[config.mk]
export PLATFORM = sky130hd
export DESIGN_NAME = mxbq_queue
export DESIGN_NICKNAME = d
export VERILOG_FILES = /design/src/hdl/mxbq_pkg.sv /design/src/hdl/mxbq_queue.sv
export SDC_FILE = /design/constraint.sdc
export NUM_CORES = 1
export LEC_CHECK = 0
export BUFFER_PORTS_ARGS = -buffer_cell sky130_fd_sc_hd__buf_2
export CORE_AREA = 4 4 404 406
export DETAILED_ROUTE_END_ITERATION = 10
export DIE_AREA = 0 0 408 410
export PLACE_DENSITY = 0.51
export SLEW_MARGIN = 25
export SYNTH_ARGS = -nofsm -noshare
export SYNTH_HDL_FRONTEND = slang
export SYNTH_SLANG_ARGS = --single-unit
[constraint.sdc]
create_clock -name clk -period 34.6 [get_ports clk]
set_clock_uncertainty 0.1 [all_clocks]
set_input_delay 1.73 -clock clk [delete_from_list [all_inputs] [get_ports clk]]
set_output_delay 1.73 -clock clk [all_outputs]
set_load 0.02 [all_outputs]
[src/hdl/mxbq_pkg.sv]
package mxbq_pkg;

    localparam int BLOCK_VALUES = 32;
    localparam int HALF_VALUES  = BLOCK_VALUES / 2;
    localparam int PAIR_W       = $clog2(HALF_VALUES);
    localparam int STAGES       = $clog2(HALF_VALUES);

    localparam logic [31:0] FP_QNAN    = 32'h7FC0_0000;
    localparam logic [30:0] FP_INF_MAG = 31'h7F80_0000;
    localparam logic [31:0] ROUND_ADD  = 32'h0020_0000;

    typedef logic [BLOCK_VALUES-1:0][15:0] block_t;

    typedef struct packed {
        logic [15:0] value_high;
        logic [15:0] value_low;
    } in_item_t;

    typedef struct packed {
        logic [7:0] packed_byte;
        logic [7:0] shared_exponent;
        logic       last_of_block;
    } out_item_t;

    typedef enum logic [2:0] {
        B_IDLE,
        B_XFORM,
        B_QUARTER,
        B_SCAN,
        B_EXPO,
        B_EMIT
    } back_state_t;

    // fp32 add, round to nearest even
    function automatic logic [31:0] fp_add(input logic [31:0] a, input logic [31:0] b);
        logic        a_nan;
        logic        b_nan;
        logic        a_inf;
        logic        b_inf;
        logic [31:0] x;
        logic [31:0] y;
        logic [7:0]  ex;
        logic [7:0]  ey;
        logic [26:0] mx;
        logic [26:0] my;
        logic [7:0]  d;
        logic [5:0]  sh;
        logic [54:0] t;
        logic [27:0] sum;
        logic [8:0]  e;
        logic [4:0]  lz;
        logic        up;
        logic [30:0] pk;
        logic [31:0] r;
        a_nan = (a[30:23] == 8'hFF) && (a[22:0] != 23'd0);
        b_nan = (b[30:23] == 8'hFF) && (b[22:0] != 23'd0);
        a_inf = (a[30:0] == FP_INF_MAG);
        b_inf = (b[30:0] == FP_INF_MAG);
        r = FP_QNAN;
        if (a_nan || b_nan)
        begin
            r = FP_QNAN;
        end
        else if (a_inf && b_inf)
        begin
            r = (a[31] == b[31]) ? a : FP_QNAN;
        end
        else if (a_inf)
        begin
            r = a;
        end
        else if (b_inf)
        begin
            r = b;
        end
        else
        begin
            if (a[30:0] >= b[30:0])
            begin
                x = a;
                y = b;
            end
            else
            begin
                x = b;
                y = a;
            end
            ex = (x[30:23] == 8'd0) ? 8'd1 : x[30:23];
            ey = (y[30:23] == 8'd0) ? 8'd1 : y[30:23];
            mx = {x[30:23] != 8'd0, x[22:0], 3'b000};
            my = {y[30:23] != 8'd0, y[22:0], 3'b000};
            d  = ex - ey;
            sh = (d > 8'd27) ? 6'd28 : d[5:0];
            t  = {my, 28'd0} >> sh;
            my = t[54:28];
            my[0] = my[0] | (t[27:0] != 28'd0);
            e = {1'b0, ex};
            if (x[31] == y[31])
            begin
                sum = {1'b0, mx} + {1'b0, my};
                if (sum[27])
                begin
                    sum = {1'b0, sum[27:2], sum[1] | sum[0]};
                    e = e + 9'd1;
                end
            end
            else
            begin
                sum = {1'b0, mx} - {1'b0, my};
            end
            if (sum == 28'd0)
            begin
                r = (x[31] == y[31]) ? {x[31], 31'd0} : 32'd0;
            end
            else
            begin
                lz = 5'd0;
                for (int i = 0; i < 27; i++)
                begin
                    if (sum[i])
                        lz = 5'(26 - i);
                end
                if (e > {4'd0, lz})
                begin
                    sum = sum << lz;
                    e = e - {4'd0, lz};
                end
                else
                begin
                    sum = sum << (e - 9'd1);
                    e = 9'd0;
                end
                if (e >= 9'd255)
                begin
                    r = {x[31], FP_INF_MAG};
                end
                else
                begin
                    up = sum[2] & (sum[1] | sum[0] | sum[3]);
                    pk = {e[7:0], sum[25:3]} + {30'd0, up};
                    r = {x[31], pk};
                end
            end
        end
        return r;
    endfunction

    // x * 0.25, round to nearest even
    function automatic logic [31:0] fp_quarter(input logic [31:0] x);
        logic [7:0]  ex;
        logic [23:0] m;
        logic [1:0]  sh;
        logic [25:0] t;
        logic        up;
        logic [23:0] res;
        logic [31:0] r;
        ex = x[30:23];
        if (ex == 8'hFF)
        begin
            r = x;
        end
        else if (ex >= 8'd3)
        begin
            r = {x[31], ex - 8'd2, x[22:0]};
        end
        else
        begin
            m   = {ex != 8'd0, x[22:0]};
            sh  = (ex == 8'd0) ? 2'd2 : 2'(8'd3 - ex);
            t   = {m, 2'b00} >> sh;
            up  = t[1] & (t[0] | t[2]);
            res = t[25:2] + {23'd0, up};
            r   = {x[31], 7'd0, res};
        end
        return r;
    endfunction

    // E2M1 code of x * 2^k
    function automatic logic [3:0] e2m1_code(input logic [31:0] x, input logic signed [8:0] k);
        logic [7:0]         ex;
        logic [22:0]        f;
        logic [4:0]         p;
        logic [23:0]        tmp;
        logic [22:0]        fr;
        logic signed [10:0] ek;
        logic [2:0]         mag;
        logic [3:0]         r;
        ex = x[30:23];
        f  = x[22:0];
        p  = 5'd0;
        mag = 3'd0;
        if (ex == 8'hFF)
        begin
            r = (f != 23'd0) ? 4'd0 : {x[31], 3'd7};
        end
        else if (x[30:0] == 31'd0)
        begin
            r = {x[31], 3'd0};
        end
        else
        begin
            if (ex == 8'd0)
            begin
                for (int i = 0; i < 23; i++)
                begin
                    if (f[i])
                        p = 5'(i);
                end
                tmp = {1'b0, f} << (5'd23 - p);
                fr  = tmp[22:0];
                ek  = 11'(signed'({6'd0, p})) - 11'sd149 + 11'(k);
            end
            else
            begin
                fr = f;
                ek = 11'(signed'({3'd0, ex})) - 11'sd127 + 11'(k);
            end
            if (ek < -11'sd2)
                mag = 3'd0;
            else if (ek == -11'sd2)
                mag = 3'd1;
            else if (ek == -11'sd1)
                mag = fr[22] ? 3'd2 : 3'd1;
            else if (ek == 11'sd0)
                mag = (fr[22] & fr[21]) ? 3'd4 : ((fr[22] | fr[21]) ? 3'd3 : 3'd2);
            else if (ek == 11'sd1)
                mag = (fr[22] & fr[21]) ? 3'd6 : ((fr[22] | fr[21]) ? 3'd5 : 3'd4);
            else if (ek == 11'sd2)
                mag = (fr[22] | fr[21]) ? 3'd7 : 3'd6;
            else
                mag = 3'd7;
            r = {x[31], mag};
        end
        return r;
    endfunction

endpackage

[src/hdl/mxbq_queue.sv]
module mxbq_queue (
    input  logic             clk,
    input  logic             rst_n,
    input  logic             push,
    input  mxbq_pkg::block_t push_data,
    output logic             full,
    output logic             valid,
    output mxbq_pkg::block_t data,
    input  logic             pop
);
    import mxbq_pkg::*;

    block_t     entry_reg [2];
    logic       wr_ptr_reg;
    logic       wr_ptr_next;
    logic       rd_ptr_reg;
    logic       rd_ptr_next;
    logic [1:0] count_reg;
    logic [1:0] count_next;

    assign full  = (count_reg == 2'd2);
    assign valid = (count_reg != 2'd0);
    assign data  = entry_reg[rd_ptr_reg];

    always_comb
    begin
        wr_ptr_next = wr_ptr_reg ^ push;
        rd_ptr_next = rd_ptr_reg ^ pop;
        count_next  = count_reg + {1'b0, push} - {1'b0, pop};
    end

    always_ff @(posedge clk or negedge rst_n)
    begin
        if (!rst_n)
        begin
            wr_ptr_reg <= 1'b0;
            rd_ptr_reg <= 1'b0;
            count_reg  <= 2'd0;
        end
        else
        begin
            wr_ptr_reg <= wr_ptr_next;
            rd_ptr_reg <= rd_ptr_next;
            count_reg  <= count_next;
        end
    end

    always_ff @(posedge clk)
    begin
        if (push)
            entry_reg[wr_ptr_reg] <= push_data;
    end

endmodule

-- Word level (Yosys, flattened, before mapping)
Memories as Yosys holds them, arrays and structs flattened.
Index checks and enable logic that the tools add are counted.
- output and inout port bits: 514
- bits in registers: 4
- logic and storage cells: 12
- input port bits: 516
- memories: 1
- RAM bits: 1024
- mux-type cells: 2
- add/subtract/negate cells: 2
- eq/ne operators: 1
- reduce and logical (&&, ||, !) cells: 1
- bitwise operators: 2
- memory list (memory ; words ; bits a word ; read ports ; clocked after Yosys merged registers in ; wr ports ; RTL line ; text):
    entry_reg ; 2 ; 512 ; 1 ; 0 ; 1 ; mxbq_queue.sv:13 ; block_t entry_reg [2];
- operator list (operator ; count):
    adder 2 x 1 -> 2 bit ; 1
    equality test 2 bit (second input constant) ; 1
    2-to-1 mux 1 bit ; 2
    nonzero test 2 bit ; 1
    subtractor 2 x 1 -> 2 bit ; 1
    XOR 1 bit ; 2

-- Logic depth before layout (Yosys ltp)
- depth after elaboration: 2
- mapped depth: 5
- depth with buffers taken out: 5

-- Worst setup path after synthesis
No wires, ideal clock.
- kind: input-to-reg
- start point: input push
- end point: memory entry_reg[0][0] in the netlist's numbering (enable)
- required time: 33.553 ns
- data arrival time: 13.417 ns
- stages: 1
- path buffers: 0
- library setup time: 0.947 ns
- setup slack: 20.136 ns
- cell sequence: ha_1
- word-level cells in the longest chain between the ends: 2
- ends and longest elaborated chain (item ; RTL line ; text):
    start: declaration ; mxbq_queue.sv:4 ; input logic push,
    2-to-1 mux 1 bit ; mxbq_queue.sv:50 ; if (push)
    2-to-1 mux 1 bit (implied by the code) ; mxbq_queue.sv:51 ; entry_reg[wr_ptr_reg] <= push_data;
    end: declaration ; mxbq_queue.sv:13 ;
Every way passes these cells.

==> results_dict.tcl <==
set metrics [dict create \
    p_seq_frac 0.410 \
    cp_data_required_time_ns 32.77 \
    start_point_of_the_critical_path "rd_ptr_reg$_DFF_PN0_" \
    path_delay_family "buffers and inverters" \
    crit_fanout 78 \
    leakagePower_nw 17.6 \
    groute.usage.overall 0.120 \
    synth.yosys.seq_area_share 0.826 \
    syn-instance-count 1609 \
    met1_length_mm 40.9 \
    most-common-layout-cells "buf_2, edfxtp_1, mux2_2" \
    design.final.nets 3233 \
    tns_ns 0 \
    die_w_microns 408 \
    cts_hold_repair.buffers 0 \
    r2r.worst_path.cells 5 \
    maxUsedRoutingLayer "met5" \
    hold_ws_ns 0.518 \
    total_count_of_hold_check_failures_in_the_final_report 0 \
    grt_pass1_wl_mm 147 \
    worst_path_max_delay_cell "dfrtp_4" \
    critical_path_cell_sequence "buf_4 > buf_4 > buf_4 > buf_4 > mux2_2 > buf_2" \
    peakVddDrop_v 0.0000878 \
    critPathMostFrequentCell "buf_4" \
    timing.final.crit_share 0.213 \
    drc_errors 0 \
    timing.critical_path.to "data[15]" \
    postSynthRegisterBits 1028 \
    largest_register_ff_count 1024 \
    numPortBuffers 1029 \
    grt_overflow_total 0 \
    boundaryPins 1030 \
    setup.reg_to_reg.worst_slack_ns 29.78 \
    core.rowCount 147 \
    clock_insertion_delay_worst_skew_ns 0.70 \
    cts.repair_timing.setup_buffer_count 0 \
    htree_num_levels 3 \
    final_cell_area_sq_mm 0.0484 \
    layout.cells.most_common "buf_2" \
    wire_per_inst_microns 21.5 \
    place_worst_setup_slack_ns 27.92 \
    power.share.switching 0.331 \
    power_report.internal_total_mw 2.80 \
    cp_data_arrival_time_ns 5.52 \
    switchingPower_mw 1.38 \
    gp_congestion 0.845 \
    initial_util 0.234 \
    yosys_warnings 0 \
    route.met3.wl_mm 10.6 \
    maxCapViolations 0 \
    netlist_area_sq_mm 0.0373 \
    worstSetupStartpointType "register" \
    kind_of_path_behind_the_tightest_hold_check "register to register" \
    power.combinational.fraction 0.315 \
    drt_iter0_markers 1429 \
    cp_num_cells 6 \
    max-slew-margin-rel 0.348 \
    clock_tree_buf_depth 3 \
    syn-num-nets 2129 \
    post-route-min-period_ns 7.35 \
    ctsResizeCount 0 \
    finalSetupViolCount 0 \
    clock_tree.root_cell "clkbuf_16" \
    die_h_microns 410 \
    fmax_ghz 0.136 \
    drt-pass1-iter-count 5 \
    tritoncts "built" \
    grt_setup_unrepaired "false" \
    syn_to_final_growth_pct 29.5 \
    wl_met2_mm 51.1 \
    cts.sink_count 1028 \
    synth.lib_cells_used.distinct 11 \
    critPathKind "register to output port" \
    number_of_global_route_vias_before_repair 20414 \
    slowest_delay_ns 0.87 \
    avgViaCountPerCell 3.98 \
    critical_path.endpoint_type "output port" \
    number_of_antenna_violations_at_the_first_check_in_global_routing 53 \
    timing.critical_path.buf_inv 5 \
    cts.reportedPaths.clkPinSlew_ns 0.06 \
    detailed_place_hpwl_mm 77.0 \
    placed_cell_area_sq_mm 0.0447 \
    layout_setup_ws_ns 27.25 \
    antenna_left 0 \
    power_frac_clock 0.275 \
    num_vias 19582 \
    cts_inserted_buffers 108 \
    floorplan.die_area_sq_mm 0.167 \
    grt_start_max_net_pins 155 \
    power_density_mw_per_mm2 86.6 \
    placeableCoreArea_sq_mm 0.160 \
    worst_r2r_endpoint "entry_reg[1][61]$_DFFE_PP_" \
    worstMarginPinSlew_ns 0.978 \
    critical_path.reg2reg.startpoint "wr_ptr_reg$_DFF_PN0_" \
    outcome "completed" \
    routed_wirelength_mm 106 \
    final_max_slew_viol_count 0 \
    drive_above_1_share 0.614 \
    fin_util 0.303 \
    syn_avg_cell_area_sq_um 23.2 \
]
## power groups by stage
stage / combinational [mW] / sequential [mW] / clock [mW]
2_1_floorplan: 0.920 / 1.86 / 0
4_1_cts: 1.35 / 1.72 / 1.19
3_3_place_gp: 1.34 / 1.74 / 0
6_report: 1.32 / 1.72 / 1.15
5_1_grt: 1.40 / 1.74 / 1.24
3_5_place_dp: 1.34 / 1.74 / 0
## worst min-delay path by stage
stage | startpoint | to | slack [ns] | cells after the start
6_report | count_reg[1]$_DFF_PN0_ | count_reg[1]$_DFF_PN0_ | 0.52 | 1
5_1_grt | count_reg[1]$_DFF_PN0_ | count_reg[1]$_DFF_PN0_ | 0.57 | 1
4_1_cts | count_reg[1]$_DFF_PN0_ | count_reg[1]$_DFF_PN0_ | 0.53 | 1
3_5_place_dp | count_reg[1]$_DFF_PN0_ | count_reg[1]$_DFF_PN0_ | 0.51 | 1
3_3_place_gp | count_reg[1]$_DFF_PN0_ | count_reg[1]$_DFF_PN0_ | 0.51 | 1
2_1_floorplan | count_reg[1]$_DFF_PN0_ | count_reg[1]$_DFF_PN0_ | 0.47 | 1
## layout make-up
cell class	instances	area, sq um
Multi-Input combinational cell	520	5890
Tap cell	2086	2610
Fill cell	15807	111000
Clock inverter	66	678
Inverter	4	15.0
Sequential cell	1028	30900
Antenna cell	32	80.1
Timing Repair Buffer	1051	5360
Clock buffer	133	2890
## cells by family after synthesis
logic type,synth area share
and+or+nand+nor,0.000335
adders and majority gates,0.00134
muxes,0.154
buffers and inverters,0.0169
DFF,0.826
xor gates and xnor gates,0.000871
## worst reg2reg max path: cells and delay by family (launching register included)
family / cells / cell delay [ns]
flip-flops: 1 / 0.38
adder cells (fa/ha/maj): 1 / 0.72
buffers and inverters: 4 / 3.11
## cell usage after synthesis
master,instances,area share
buf_2,4,0.00054
or2_2,1,0.00017
nor2b_1,1,0.00017
inv_1,4,0.00040
mux2_2,512,0.15
ha_1,4,0.0013
buf_6,53,0.016
dfrtp_1,4,0.0027
edfxtp_1,1024,0.82
xor2_1,1,0.00023
xor3_1,1,0.00064
## through the flow
| step | std cells | power (mW) |
|---|---|---|
| finish | 4920 | 4.19 |
| global placement | 4688 | 3.09 |
| CTS | 4887 | 4.26 |
| floorplan | 1609 | 2.78 |
| detailed placement | 4688 | 3.09 |
| global route | 4904 | 4.38 |
## metal layers
metal,track usage,vias to the layer above
li1,-,8712
met1,0.138,9813
met2,0.198,826
met3,0.0549,195
met4,0.0438,36
met5,0,-
Power figures use the tool's default switching activity.
