<file path="config.mk">
export PLATFORM = sky130hd
export DESIGN_NAME = mxbq_front
export DESIGN_NICKNAME = d
export VERILOG_FILES = /design/src/hdl/mxbq_pkg.sv /design/src/hdl/mxbq_front.sv
export SDC_FILE = /design/constraint.sdc
export NUM_CORES = 1
export LEC_CHECK = 0
export BUFFER_PORTS_ARGS = -buffer_cell sky130_fd_sc_hd__buf_4
export CAP_MARGIN = 5
export CELL_PAD_IN_SITES_DETAIL_PLACEMENT = 2
export CELL_PAD_IN_SITES_GLOBAL_PLACEMENT = 2
export CORE_AREA = 4 4 213 215
export CTS_BUF_LIST = sky130_fd_sc_hd__clkbuf_8
export DETAILED_ROUTE_END_ITERATION = 7
export DIE_AREA = 0 0 217 219
export GPL_TIMING_DRIVEN = 0
export PLACE_DENSITY_LB_ADDON = 0.1
export SYNTH_ARGS = -nofsm -noshare
export SYNTH_HDL_FRONTEND = slang
export SYNTH_SLANG_ARGS = --single-unit
</file>
<file path="constraint.sdc">
create_clock -name clk -period 4.22 [get_ports clk]
set_clock_uncertainty 0.1 [all_clocks]
set_input_delay 0.422 -clock clk [delete_from_list [all_inputs] [get_ports clk]]
set_output_delay 0.422 -clock clk [all_outputs]
set_load 0.02 [all_outputs]
</file>
<file path="src/hdl/mxbq_pkg.sv">
package mxbq_pkg;

    localparam int BLOCK_VALUES = 32;
    localparam int HALF_VALUES  = BLOCK_VALUES / 2;
    localparam int PAIR_W       = $clog2(HALF_VALUES);
    localparam int STAGES       = $clog2(HALF_VALUES);

    localparam logic [31:0] FP_QNAN    = 32'h7FC0_0000;
    localparam logic [30:0] FP_INF_MAG = 31'h7F80_0000;
    localparam logic [31:0] ROUND_ADD  = 32'h0020_0000;

    typedef logic [BLOCK_VALUES-1:0][15:0] block_t;

    typedef struct packed {
        logic [15:0] value_high;
        logic [15:0] value_low;
    } in_item_t;

    typedef struct packed {
        logic [7:0] packed_byte;
        logic [7:0] shared_exponent;
        logic       last_of_block;
    } out_item_t;

    typedef enum logic [2:0] {
        B_IDLE,
        B_XFORM,
        B_QUARTER,
        B_SCAN,
        B_EXPO,
        B_EMIT
    } back_state_t;

    // fp32 add, round to nearest even
    function automatic logic [31:0] fp_add(input logic [31:0] a, input logic [31:0] b);
        logic        a_nan;
        logic        b_nan;
        logic        a_inf;
        logic        b_inf;
        logic [31:0] x;
        logic [31:0] y;
        logic [7:0]  ex;
        logic [7:0]  ey;
        logic [26:0] mx;
        logic [26:0] my;
        logic [7:0]  d;
        logic [5:0]  sh;
        logic [54:0] t;
        logic [27:0] sum;
        logic [8:0]  e;
        logic [4:0]  lz;
        logic        up;
        logic [30:0] pk;
        logic [31:0] r;
        a_nan = (a[30:23] == 8'hFF) && (a[22:0] != 23'd0);
        b_nan = (b[30:23] == 8'hFF) && (b[22:0] != 23'd0);
        a_inf = (a[30:0] == FP_INF_MAG);
        b_inf = (b[30:0] == FP_INF_MAG);
        r = FP_QNAN;
        if (a_nan || b_nan)
        begin
            r = FP_QNAN;
        end
        else if (a_inf && b_inf)
        begin
            r = (a[31] == b[31]) ? a : FP_QNAN;
        end
        else if (a_inf)
        begin
            r = a;
        end
        else if (b_inf)
        begin
            r = b;
        end
        else
        begin
            if (a[30:0] >= b[30:0])
            begin
                x = a;
                y = b;
            end
            else
            begin
                x = b;
                y = a;
            end
            ex = (x[30:23] == 8'd0) ? 8'd1 : x[30:23];
            ey = (y[30:23] == 8'd0) ? 8'd1 : y[30:23];
            mx = {x[30:23] != 8'd0, x[22:0], 3'b000};
            my = {y[30:23] != 8'd0, y[22:0], 3'b000};
            d  = ex - ey;
            sh = (d > 8'd27) ? 6'd28 : d[5:0];
            t  = {my, 28'd0} >> sh;
            my = t[54:28];
            my[0] = my[0] | (t[27:0] != 28'd0);
            e = {1'b0, ex};
            if (x[31] == y[31])
            begin
                sum = {1'b0, mx} + {1'b0, my};
                if (sum[27])
                begin
                    sum = {1'b0, sum[27:2], sum[1] | sum[0]};
                    e = e + 9'd1;
                end
            end
            else
            begin
                sum = {1'b0, mx} - {1'b0, my};
            end
            if (sum == 28'd0)
            begin
                r = (x[31] == y[31]) ? {x[31], 31'd0} : 32'd0;
            end
            else
            begin
                lz = 5'd0;
                for (int i = 0; i < 27; i++)
                begin
                    if (sum[i])
                        lz = 5'(26 - i);
                end
                if (e > {4'd0, lz})
                begin
                    sum = sum << lz;
                    e = e - {4'd0, lz};
                end
                else
                begin
                    sum = sum << (e - 9'd1);
                    e = 9'd0;
                end
                if (e >= 9'd255)
                begin
                    r = {x[31], FP_INF_MAG};
                end
                else
                begin
                    up = sum[2] & (sum[1] | sum[0] | sum[3]);
                    pk = {e[7:0], sum[25:3]} + {30'd0, up};
                    r = {x[31], pk};
                end
            end
        end
        return r;
    endfunction

    // x * 0.25, round to nearest even
    function automatic logic [31:0] fp_quarter(input logic [31:0] x);
        logic [7:0]  ex;
        logic [23:0] m;
        logic [1:0]  sh;
        logic [25:0] t;
        logic        up;
        logic [23:0] res;
        logic [31:0] r;
        ex = x[30:23];
        if (ex == 8'hFF)
        begin
            r = x;
        end
        else if (ex >= 8'd3)
        begin
            r = {x[31], ex - 8'd2, x[22:0]};
        end
        else
        begin
            m   = {ex != 8'd0, x[22:0]};
            sh  = (ex == 8'd0) ? 2'd2 : 2'(8'd3 - ex);
            t   = {m, 2'b00} >> sh;
            up  = t[1] & (t[0] | t[2]);
            res = t[25:2] + {23'd0, up};
            r   = {x[31], 7'd0, res};
        end
        return r;
    endfunction

    // E2M1 code of x * 2^k
    function automatic logic [3:0] e2m1_code(input logic [31:0] x, input logic signed [8:0] k);
        logic [7:0]         ex;
        logic [22:0]        f;
        logic [4:0]         p;
        logic [23:0]        tmp;
        logic [22:0]        fr;
        logic signed [10:0] ek;
        logic [2:0]         mag;
        logic [3:0]         r;
        ex = x[30:23];
        f  = x[22:0];
        p  = 5'd0;
        mag = 3'd0;
        if (ex == 8'hFF)
        begin
            r = (f != 23'd0) ? 4'd0 : {x[31], 3'd7};
        end
        else if (x[30:0] == 31'd0)
        begin
            r = {x[31], 3'd0};
        end
        else
        begin
            if (ex == 8'd0)
            begin
                for (int i = 0; i < 23; i++)
                begin
                    if (f[i])
                        p = 5'(i);
                end
                tmp = {1'b0, f} << (5'd23 - p);
                fr  = tmp[22:0];
                ek  = 11'(signed'({6'd0, p})) - 11'sd149 + 11'(k);
            end
            else
            begin
                fr = f;
                ek = 11'(signed'({3'd0, ex})) - 11'sd127 + 11'(k);
            end
            if (ek < -11'sd2)
                mag = 3'd0;
            else if (ek == -11'sd2)
                mag = 3'd1;
            else if (ek == -11'sd1)
                mag = fr[22] ? 3'd2 : 3'd1;
            else if (ek == 11'sd0)
                mag = (fr[22] & fr[21]) ? 3'd4 : ((fr[22] | fr[21]) ? 3'd3 : 3'd2);
            else if (ek == 11'sd1)
                mag = (fr[22] & fr[21]) ? 3'd6 : ((fr[22] | fr[21]) ? 3'd5 : 3'd4);
            else if (ek == 11'sd2)
                mag = (fr[22] | fr[21]) ? 3'd7 : 3'd6;
            else
                mag = 3'd7;
            r = {x[31], mag};
        end
        return r;
    endfunction

endpackage

</file>
<file path="src/hdl/mxbq_front.sv">
module mxbq_front (
    input  logic              clk,
    input  logic              rst_n,
    input  logic              in_valid,
    output logic              in_stall,
    input  mxbq_pkg::in_item_t in_data,
    input  logic              q_full,
    output logic              push,
    output mxbq_pkg::block_t  push_data
);
    import mxbq_pkg::*;

    logic [PAIR_W-1:0] pair_reg;
    logic [PAIR_W-1:0] pair_next;
    logic [15:0]       hold_reg [BLOCK_VALUES];
    logic              accept;
    logic              last_pair;

    assign last_pair = (pair_reg == PAIR_W'(HALF_VALUES - 1));
    assign in_stall  = last_pair & q_full;
    assign accept    = in_valid & ~in_stall;
    assign push      = accept & last_pair;
    assign pair_next = accept ? pair_reg + PAIR_W'(1) : pair_reg;

    always_comb
    begin
        for (int i = 0; i < BLOCK_VALUES - 2; i++)
            push_data[i] = hold_reg[i];
        push_data[BLOCK_VALUES-2] = in_data.value_low;
        push_data[BLOCK_VALUES-1] = in_data.value_high;
    end

    always_ff @(posedge clk or negedge rst_n)
    begin
        if (!rst_n)
            pair_reg <= '0;
        else
            pair_reg <= pair_next;
    end

    always_ff @(posedge clk)
    begin
        if (accept)
        begin
            hold_reg[{pair_reg, 1'b0}] <= in_data.value_low;
            hold_reg[{pair_reg, 1'b1}] <= in_data.value_high;
        end
    end

endmodule

</file>
## Yosys cells after proc, flatten, opt, wreduce, memory -nomap -nowiden

Memories as Yosys holds them, arrays and structs flattened.
Index checks and enable logic that the tools add are counted.

| word-level totals | value |
|---|---|
| memories | 1 |
| output and inout bits | 514 |
| flip-flop bits (word level) | 4 |
| logic and storage cells | 10 |
| bits in writable memories | 512 |

| operators by class | value |
|---|---|
| mux-type cells | 2 |
| $add $sub $neg | 1 |
| bitwise operators | 4 |
| equality and inequality tests | 1 |

Memories:

| name | depth | width | read ports | clocked after memory_dff | write ports | RTL line | source |
|---|---|---|---|---|---|---|---|
| hold_reg | 32 | 16 | 30 | 0 | 2 | mxbq_front.sv:15 | `logic [15:0] hold_reg [BLOCK_VALUES];` |

Operators with widths:

| cell | number |
|---|---|
| $add 4x1->4 const B | 1 |
| $eq 4x4->1 const B | 1 |
| $and 1x1->1 | 3 |
| $mux 1 | 2 |
| $not 1->1 | 1 |

## Depth between registers and ports, before layout

Gate-level depths: netlist of run 1.

| logic depth | value |
|---|---|
| depth in word-level cells | 6 |
| depth in mapped cells | 5 |

## Worst setup path after synthesis of run 1

Ideal clock, no wire load.

| timing path | value |
|---|---|
| kind | register to register |
| from | reg pair_reg[0] |
| to | mem hold_reg[6][0], in the netlist hold_reg[3][0] (enable) |
| required time | 3659 ps |
| stages on the path, launching flop included | 4 |
| arrival | 3023 ps |
| setup time | 461 ps |
| path slack | 636 ps |
| path through | dfrtp_1 ha_1 nand2_1 nor3_1 |

RTL lines:

| what | RTL line | source |
|---|---|---|
| start: declaration | mxbq_front.sv:13 | `logic [PAIR_W-1:0] pair_reg;` |
| start signal: assignment | mxbq_front.sv:38 | `pair_reg <= pair_next;` |
| end: declaration | mxbq_front.sv:15 |  |

==> out/metrics.cfg, run 1 <==
[outcome]
status = completed

[finish]
postLayoutCellArea_mm2 = 0.0222
n_antenna_cell = 0
nets = 1294
final_common_cell = buf_4
drive_gt1_frac = 0.551
most-common-layout-cells = buf_4 (581), edfxtp_1 (480), clkbuf_8 (84), dlygate4sd3_1 (34), inv_1 (32)
largest_reg_flops = 480
syn_to_final_growth_pct = 47.5

[die]
die_w_um = 217
initial_core_util = 0.344
ios = 550
die_h_um = 219
core-area_mm2 = 0.0437
rows = 77
dieArea_mm2 = 0.0475

[critical_path]
path_delay_family = simple AND/OR/NAND/NOR gates
crit_top_cell = buf_6
end_kind = register
path_class = register to register
crit_path_max_fanout = 7
ff2ff_setup_slack_ps = 1600
critPathSlowestCell = nor3_2
r2r-start = pair_reg[0]
worst-r2r-cell-count = 5
crit_arrival_ps = 2850
start_kind = register
reg2reg_to = hold_reg[3][9]
slowest_delay_ps = 700
crit_chain = ha_1, nand2_1, nor3_2, buf_6, buf_6
crit_buf_inv = 2
crit_required_ps = 4450

[grt]
grt_pass1_wl_mm = 76.1
grt-ovfl-total = 0
grt_use_total = 0.229
grt_pass1_vias = 9272
grt_max_degree = 22
antenna_found_initial = 0

[placed_design]
dp_hpwl_mm = 39.3
gp_congestion = 0.749
placed_area_mm2 = 0.0204
port_buffers = 548

[job]
maxCapViolations = 0

[drt]
ant_nets = 0
wl_per_cell_um = 29.5
drc = 0
drt_wl_total_mm = 56.3
drt-pass1-iter-count = 5
vias_per_cell = 4.50
via_count = 8584
drt_iter0_drc = 513

[sta]
max_freq_ghz = 0.381
relSlewSlack = 0.378
finalCritPeriodShare = 0.621
setup_violations = 0
min_period_ps = 2620
drv_slew = 0
hold_viol_final = 0
worst_slew_pin_slew_ps = 931
rsz0062_at_grt = false

[clock_network]
clk_latency_ps = 630
cts_sinks = 484
numCtsBuffers = 81
htree_num_levels = 3
clock_path_buffers = 3
cts_repair_resize_count = 0
cts_root_buffer = clkbuf_8
clk_pin_slew_ps = 60
cts_tree = yes

[power]
power_mw = 11.4
power.density_mw_per_mm2 = 516
ir_drop_uv = 303
power.leakage_nw = 8.48

[min_path]
whs_endpoint = hold_reg[6][6]
min_from = in_data[6]
worst_hold_path_type = primary input to register
hold_depth = 1

[logic_synthesis]
synth-seq-cells = 484
synth_area_mm2 = 0.0150
syn_nets = 600
yosysWarningCount = 0
syn-instance-count = 560
yosysSeqAreaShare = 0.964
synth_cell_type_count = 21
avgSynthCellArea_um2 = 26.9

## power by group
part / switching [mW] / total [mW] / internal, mW / leakage [nW]
logic: 1.24 / 1.86 / 0.616 / 3.29
registers: 0.122 / 5.87 / 5.75 / 4.38
clock network: 1.88 / 3.72 / 1.84 / 0.816
## layer usage
layer / share of wire / track usage
met5: 0 / 0
met4: 0.029 / 0.0778
met2: 0.52 / 0.405
met1: 0.36 / 0.256
met3: 0.086 / 0.0856
## worst max path at each step
stage                 from  slack (ps)  cells past startpoint             end
6_report       pair_reg[0]        1600                      5  hold_reg[3][9]
5_1_grt        pair_reg[0]        1430                      5  hold_reg[3][7]
4_1_cts        pair_reg[0]        1550                      5  hold_reg[3][7]
3_5_place_dp   pair_reg[0]        1550                      6  hold_reg[0][7]
3_3_place_gp   pair_reg[0]       -3330                      4  hold_reg[0][7]
2_1_floorplan  pair_reg[0]         640                      3  hold_reg[3][0]
## final cells by class
| cell class | count | area (µm²) |
|---|---|---|
| Buffer | 35 | 268 |
| Clock buffer | 84 | 1160 |
| Clock inverter | 60 | 256 |
| Fill cell | 4018 | 21500 |
| Inverter | 3 | 11.3 |
| Multi-Input combinational cell | 38 | 339 |
| Sequential cell | 484 | 14500 |
| Tap cell | 592 | 741 |
| Timing Repair Buffer | 611 | 4910 |
## cell usage after synthesis
library cell  count  area (µm²)
nand4_4           1        21.3
edfxtp_1        480       14400
and2_1            4        25.0
inv_1             3        11.3
nand2b_1          2        12.5
xnor2_1           1        8.76
nor2_1            9        33.8
ha_1              4        50.1
nor3_1            4        20.0
buf_6             2        22.5
nand2_2           1        6.26
dfrtp_1           4         100
buf_2             1        5.00
buf_4            32         240
mux2_4            1        15.0
a21oi_1           2        10.0
nand3_2           1        10.0
a21oi_2           1        8.76
xor2_1            1        8.76
nand2_1           5        18.8
nand4_1           1        6.26
## metrics by stage
stage	utilization	setup slack [ps]	instances	hold WS, ps	setup TNS (ps)
2_1_floorplan	-	636	560	26.4	0
3_3_place_gp	0.455	-3330	1700	126	-493940
3_5_place_dp	0.467	1550	1729	129	0
4_1_cts	0.507	1550	1907	6.36	0
5_1_grt	0.507	1430	1907	31.9	0
6_report	0.507	1600	1907	65.8	0
## timing repair
item	4_1_cts	5_1_grt
setup endpoints to repair	0	0
buffers inserted	0	0
hold buffers	34	0
hold endpoints to repair	462	0
## kinds of logic after synthesis
| family | Yosys count | synth area share |
|---|---|---|
| compound gates | 3 | 0.00125 |
| xor+xnor | 2 | 0.00116 |
| fa+ha+maj | 4 | 0.00333 |
| buf+inv | 38 | 0.0185 |
| flops | 484 | 0.964 |
| mux | 1 | 0.000997 |
| simple gates | 28 | 0.0102 |
No activity file was read; power rests on OpenSTA's default activity.
==> inputs of run 2 (changes only) <==
==> constraint.sdc (replaced) <==
create_clock -name clk -period 2.6 [get_ports clk]
set_clock_uncertainty 0.1 [all_clocks]
set_input_delay 0.26 -clock clk [delete_from_list [all_inputs] [get_ports clk]]
set_output_delay 0.26 -clock clk [all_outputs]
set_load 0.02 [all_outputs]
==> run 2 against run 1 <==
Against the previous run: final area rose by 0.61%; total power rose by 63%; critical endpoint is now hold_reg[10][13]; sequential power rose by 62%.
==> out/metrics.cfg, run 2 (same netlist as run 1, synthesis figures left out) <==
[finish]
syn_to_final_growth_pct = 48.4
nets = 1292
drive_gt1_frac = 0.548
final_cells = 1905
fill_cells = 3980
postLayoutCellArea_mm2 = 0.0223
multi_input_area_um2 = 364
most-common-layout-cells = buf_4 (582), edfxtp_1 (480), clkbuf_8 (86), dlygate4sd3_1 (37), inv_1 (29)
ff_latch_area_mm2 = 0.0145
largest_reg_flops = 480
final_common_cell = buf_4
n_antenna_cell = 0

[sta]
worst_slew_pin_slew_ps = 988
whs_ps = 392
max_freq_ghz = 0.406
relSlewSlack = 0.339
rsz0062_at_grt = false
min_period_ps = 2460
finalCritPeriodShare = 0.948
hold_viol_final = 0
drv_slew = 0
setup_violations = 0

[job]
maxCapViolations = 0

[drt]
wl_per_cell_um = 28.9
drt_wl_total_mm = 55.1
ant_nets = 0
vias_per_cell = 4.45
drt_iter0_drc = 517
drt-pass1-iter-count = 4
via_count = 8484
drc = 0

[critical_path]
crit_path_max_fanout = 19
crit_required_ps = 2800
critPathSlowestCell = nor2_4
end_kind = register
start_kind = register
crit_chain = buf_6, nand2b_1, nor2_4, buf_12
slowest_delay_ps = 820
path_class = register to register
crit_arrival_ps = 2660

[placed_design]
dp_cells = 1722
dp_hpwl_mm = 38.2
gp_congestion = 0.763
placed_area_mm2 = 0.0205
port_buffers = 548

[min_path]
worst_hold_path_type = primary input to register

[clock_network]
clk_latency_ps = 620
numCtsBuffers = 81
clk_pin_slew_ps = 60
clock_path_buffers = 3
cts_tree = yes
cts_root_buffer = clkbuf_8
htree_num_levels = 3
cts_sinks = 484

[die]
dieArea_mm2 = 0.0475
ios = 550
die_h_um = 219
die_w_um = 217
core-area_mm2 = 0.0437
initial_core_util = 0.344
rows = 77

[grt]
grt-ovfl-total = 0
grt_pass1_wl_mm = 74.5
grt_max_degree = 23
antenna_found_initial = 0
grt_pass1_vias = 9129
grt_use_total = 0.225

[outcome]
status = completed

[power]
power_mw = 18.6
power.density_mw_per_mm2 = 835
ir_drop_uv = 453
power.leakage_nw = 8.53

-- run 2: cell types whose count changed in the layout (fill, tap and decap cells not counted), moves of 3 or more --
cell,change
clkinv_1,+3
nor3_4,+4
buf_6,-15
dlygate4sd3_1,+3
buf_16,+8
nor3_2,-4
inv_1,-3
-- run 2: power breakdown --
part | switching [mW] | internal, mW | total, mW
sequential | 0.199 | 9.33 | 9.53
combinational | 2.03 | 1.05 | 3.08
clock | 3.00 | 3.04 | 6.04
-- run 2: metal layers --
layer  global-route usage  share of wire  wire, µm  vias up
li1                     -              -         -     3595
met2                0.416           0.55     30100      345
met5                    0              0         0        -
met3               0.0757          0.077      4220       80
met1                0.245           0.35     19600     4464
met4               0.0642          0.024      1300        0
-- run 2: stage by stage --
step           setup TNS, ps  worst slack [ps]  utilization
5_1_grt                    0              51.7        0.511
3_3_place_gp         -686350             -2450        0.456
4_1_cts                    0              47.9        0.510
6_report                   0               136        0.511
3_5_place_dp               0              85.2        0.469
2_1_floorplan          -7880              -113            -
-- run 2: worst max-delay path, delay by kind of cell (launching register included) --
family / cells / cell delay, ps
AND/OR/NAND/NOR: 2 / 1150
buffers and inverters: 2 / 440
flip-flops: 1 / 410
-- run 2: worst paths after layout --
check / depth (start not counted) / to / start / slack [ps]
worst max-delay path: 4 / hold_reg[10][13] / pair_reg[2] / 140
worst min-delay path: 2 / hold_reg[5][12] / in_data[12] / 390
worst max register to register: 4 / hold_reg[10][13] / pair_reg[2] / 140
worst min register to register: 1 / pair_reg[0] / pair_reg[0] / 470
max in group asynchronous: 3 / pair_reg[0] / rst_n / 1730
min in group asynchronous: 3 / pair_reg[2] / rst_n / 470
-- run 2: repair_timing --
item / in CTS / in global routing
endpoints found under the setup margin: 0 / 7
endpoints found under the hold margin: 488 / 0
setup buffers: 0 / 2
resized for setup: 0 / 0
hold buffers: 37 / 0
-- run 2: final cells by class --
class                      instances  area share
buffer                            35      0.0120
clock buffer                      86      0.0530
clock inverter                    58      0.0104
inverter                           3    0.000504
multi-input combinational         38      0.0163
sequential                       484       0.650
tap                              592      0.0332
timing repair buffer             609       0.225
==> inputs of run 3 (changes only) <==
--- a/config.mk
+++ b/config.mk
@@ -9,10 +9,10 @@
 export CAP_MARGIN = 5
 export CELL_PAD_IN_SITES_DETAIL_PLACEMENT = 2
 export CELL_PAD_IN_SITES_GLOBAL_PLACEMENT = 2
-export CORE_AREA = 4 4 213 215
+export CORE_AREA = 2 2 211 213
 export CTS_BUF_LIST = sky130_fd_sc_hd__clkbuf_8
 export DETAILED_ROUTE_END_ITERATION = 7
-export DIE_AREA = 0 0 217 219
+export DIE_AREA = 0 0 213 215
 export GPL_TIMING_DRIVEN = 0
 export PLACE_DENSITY_LB_ADDON = 0.1
 export SYNTH_ARGS = -nofsm -noshare
==> run 3 against run 2 <==
Against the previous run: routed wire length fell by 1.7%; non-clock buffer count did not move; final cell count barely moved; sequential power barely moved; total power rose by 0.14%; via count rose by 0.27%; first-iteration DRC count fell by 8.5%; combinational power barely moved; final area fell by 0.20%; flip-flop and latch count did not move; critical path type unchanged; count of clock-buffer cells in the layout fell by 4; maximum frequency rose by 3.1%.
==> out/metrics.cfg, run 3 (same netlist as run 1, synthesis figures left out) <==
[outcome]
status = completed

[sta]
hold_viol_final = 0
max_freq_ghz = 0.418
finalCritPeriodShare = 0.919
drv_slew = 0
worst_slack_ps = 210
min_period_ps = 2390
fin_tns_setup_ps = 0
rsz0062_at_grt = false
worst_slew_pin_slew_ps = 922
relSlewSlack = 0.384
setup_violations = 0
whs_ps = 384

[drt]
via_count = 8507
drt_wl_total_mm = 54.2
wl_per_cell_um = 28.5
drc = 0
drt_iter0_drc = 473
drt-pass1-iter-count = 6
vias_per_cell = 4.47
ant_nets = 0

[power]
power.leakage_nw = 8.55
power.density_mw_per_mm2 = 838
ir_drop_uv = 410
power_mw = 18.7

[die]
rows = 77
die_w_um = 213
ios = 550
die_h_um = 215
dieArea_mm2 = 0.0458
initial_core_util = 0.345
core-area_mm2 = 0.0436

[finish]
fill_cells = 3934
largest_reg_flops = 480
postLayoutCellArea_mm2 = 0.0223
syn_to_final_growth_pct = 48.1
drive_gt1_frac = 0.549
nets = 1292
most-common-layout-cells = buf_4 (584), edfxtp_1 (480), clkbuf_8 (82), inv_1 (40), dlygate4sd3_1 (37)
n_antenna_cell = 0
final_common_cell = buf_4

[critical_path]
path_class = register to register
crit_path_max_fanout = 18
crit_required_ps = 2810
r2r-start = pair_reg[1]
ff2ff_setup_slack_ps = 210
start_kind = register
reg2reg_to = hold_reg[5][18]
worst-r2r-cell-count = 5
end_kind = register
crit_arrival_ps = 2600

[min_path]
hold_depth = 2
whs_endpoint = hold_reg[12][24]
worst_hold_path_type = primary input to register
min_from = in_data[24]

[clock_network]
cts_repair_resize_count = 0
numCtsBuffers = 81
cts_tree = yes
cts_root_buffer = clkbuf_8
clk_latency_ps = 630
clk_pin_slew_ps = 70
cts_sinks = 484
clock_path_buffers = 3
htree_num_levels = 3

[placed_design]
dp_slack_ps = -89.2
placed_area_mm2 = 0.0205
dp_hpwl_mm = 37.7
port_buffers = 548
gp_congestion = 0.772

[grt]
grt-ovfl-total = 0
antenna_found_initial = 0
grt_use_total = 0.236
grt_pass1_wl_mm = 73.9
grt_max_degree = 21
grt_pass1_vias = 9156

[job]
maxCapViolations = 0

-- run 3: cell types whose count changed in the layout (fill, tap and decap cells not counted), sizes merged --
cell      previous run  this run
clkinvlp             2         4
inv                 29        42
clkinv              30        17
clkbuf              86        82
bufinv               0         1
-- run 3: worst max path at each step --
stage	endpoint	depth (start not counted)	slack, ps	from
2_1_floorplan	hold_reg[11][0]	3	-110	pair_reg[0]
3_3_place_gp	hold_reg[5][2]	4	-2510	pair_reg[1]
5_1_grt	hold_reg[5][18]	5	50	pair_reg[1]
6_report	hold_reg[5][18]	5	210	pair_reg[1]
4_1_cts	hold_reg[1][25]	6	60	pair_reg[1]
3_5_place_dp	hold_reg[3][2]	5	-90	pair_reg[0]
-- run 3: repair_timing --
action,in CTS,in global routing
gates cloned,0,0
hold buffers,37,0
endpoints found under the hold margin,488,0
pin swaps,1,2
setup buffers,1,3
setup endpoints to repair,13,30
-- run 3: area by class of cell --
type                       instances  area, µm²  share of cell area
multi-input combinational         38        364              0.0163
inverter                           3       11.3            0.000505
tap                              592        741              0.0332
clock inverter                    61        288              0.0129
clock buffer                      82       1130              0.0506
sequential                       484      14500               0.651
buffer                            35        268              0.0120
timing repair buffer             609       4970               0.223
-- run 3: per-stage QoR --
step                      utilization  std cells
after floorplan                     -        560
after global placement          0.457       1700
after detailed placement        0.469       1720
after CTS                       0.510       1901
after global routing            0.511       1904
final                           0.511       1904
-- run 3: where the power goes --
part / total [mW] / leakage [nW] / internal (mW) / switching [mW]
sequential: 9.53 / 4.38 / 9.33 / 0.196
clock: 6.09 / 0.848 / 3.03 / 3.06
combinational: 3.05 / 3.32 / 1.04 / 2.02
total: 18.7 / 8.55 / 13.4 / 5.27
-- run 3: worst max-delay path, cell delays in order (launching register included) --
cell     delay (ps)
dfrtp_1         430
inv_1           110
ha_1            190
nand2_1         200
nor2_4          740
buf_12          270
-- run 3: layer usage --
metal | global-route usage | routed length, µm | part of all wire
met5 | 0 | 0 | 0
met4 | 0.0795 | 1510 | 0.028
met3 | 0.0891 | 4840 | 0.089
met2 | 0.417 | 28200 | 0.52
met1 | 0.258 | 19700 | 0.36
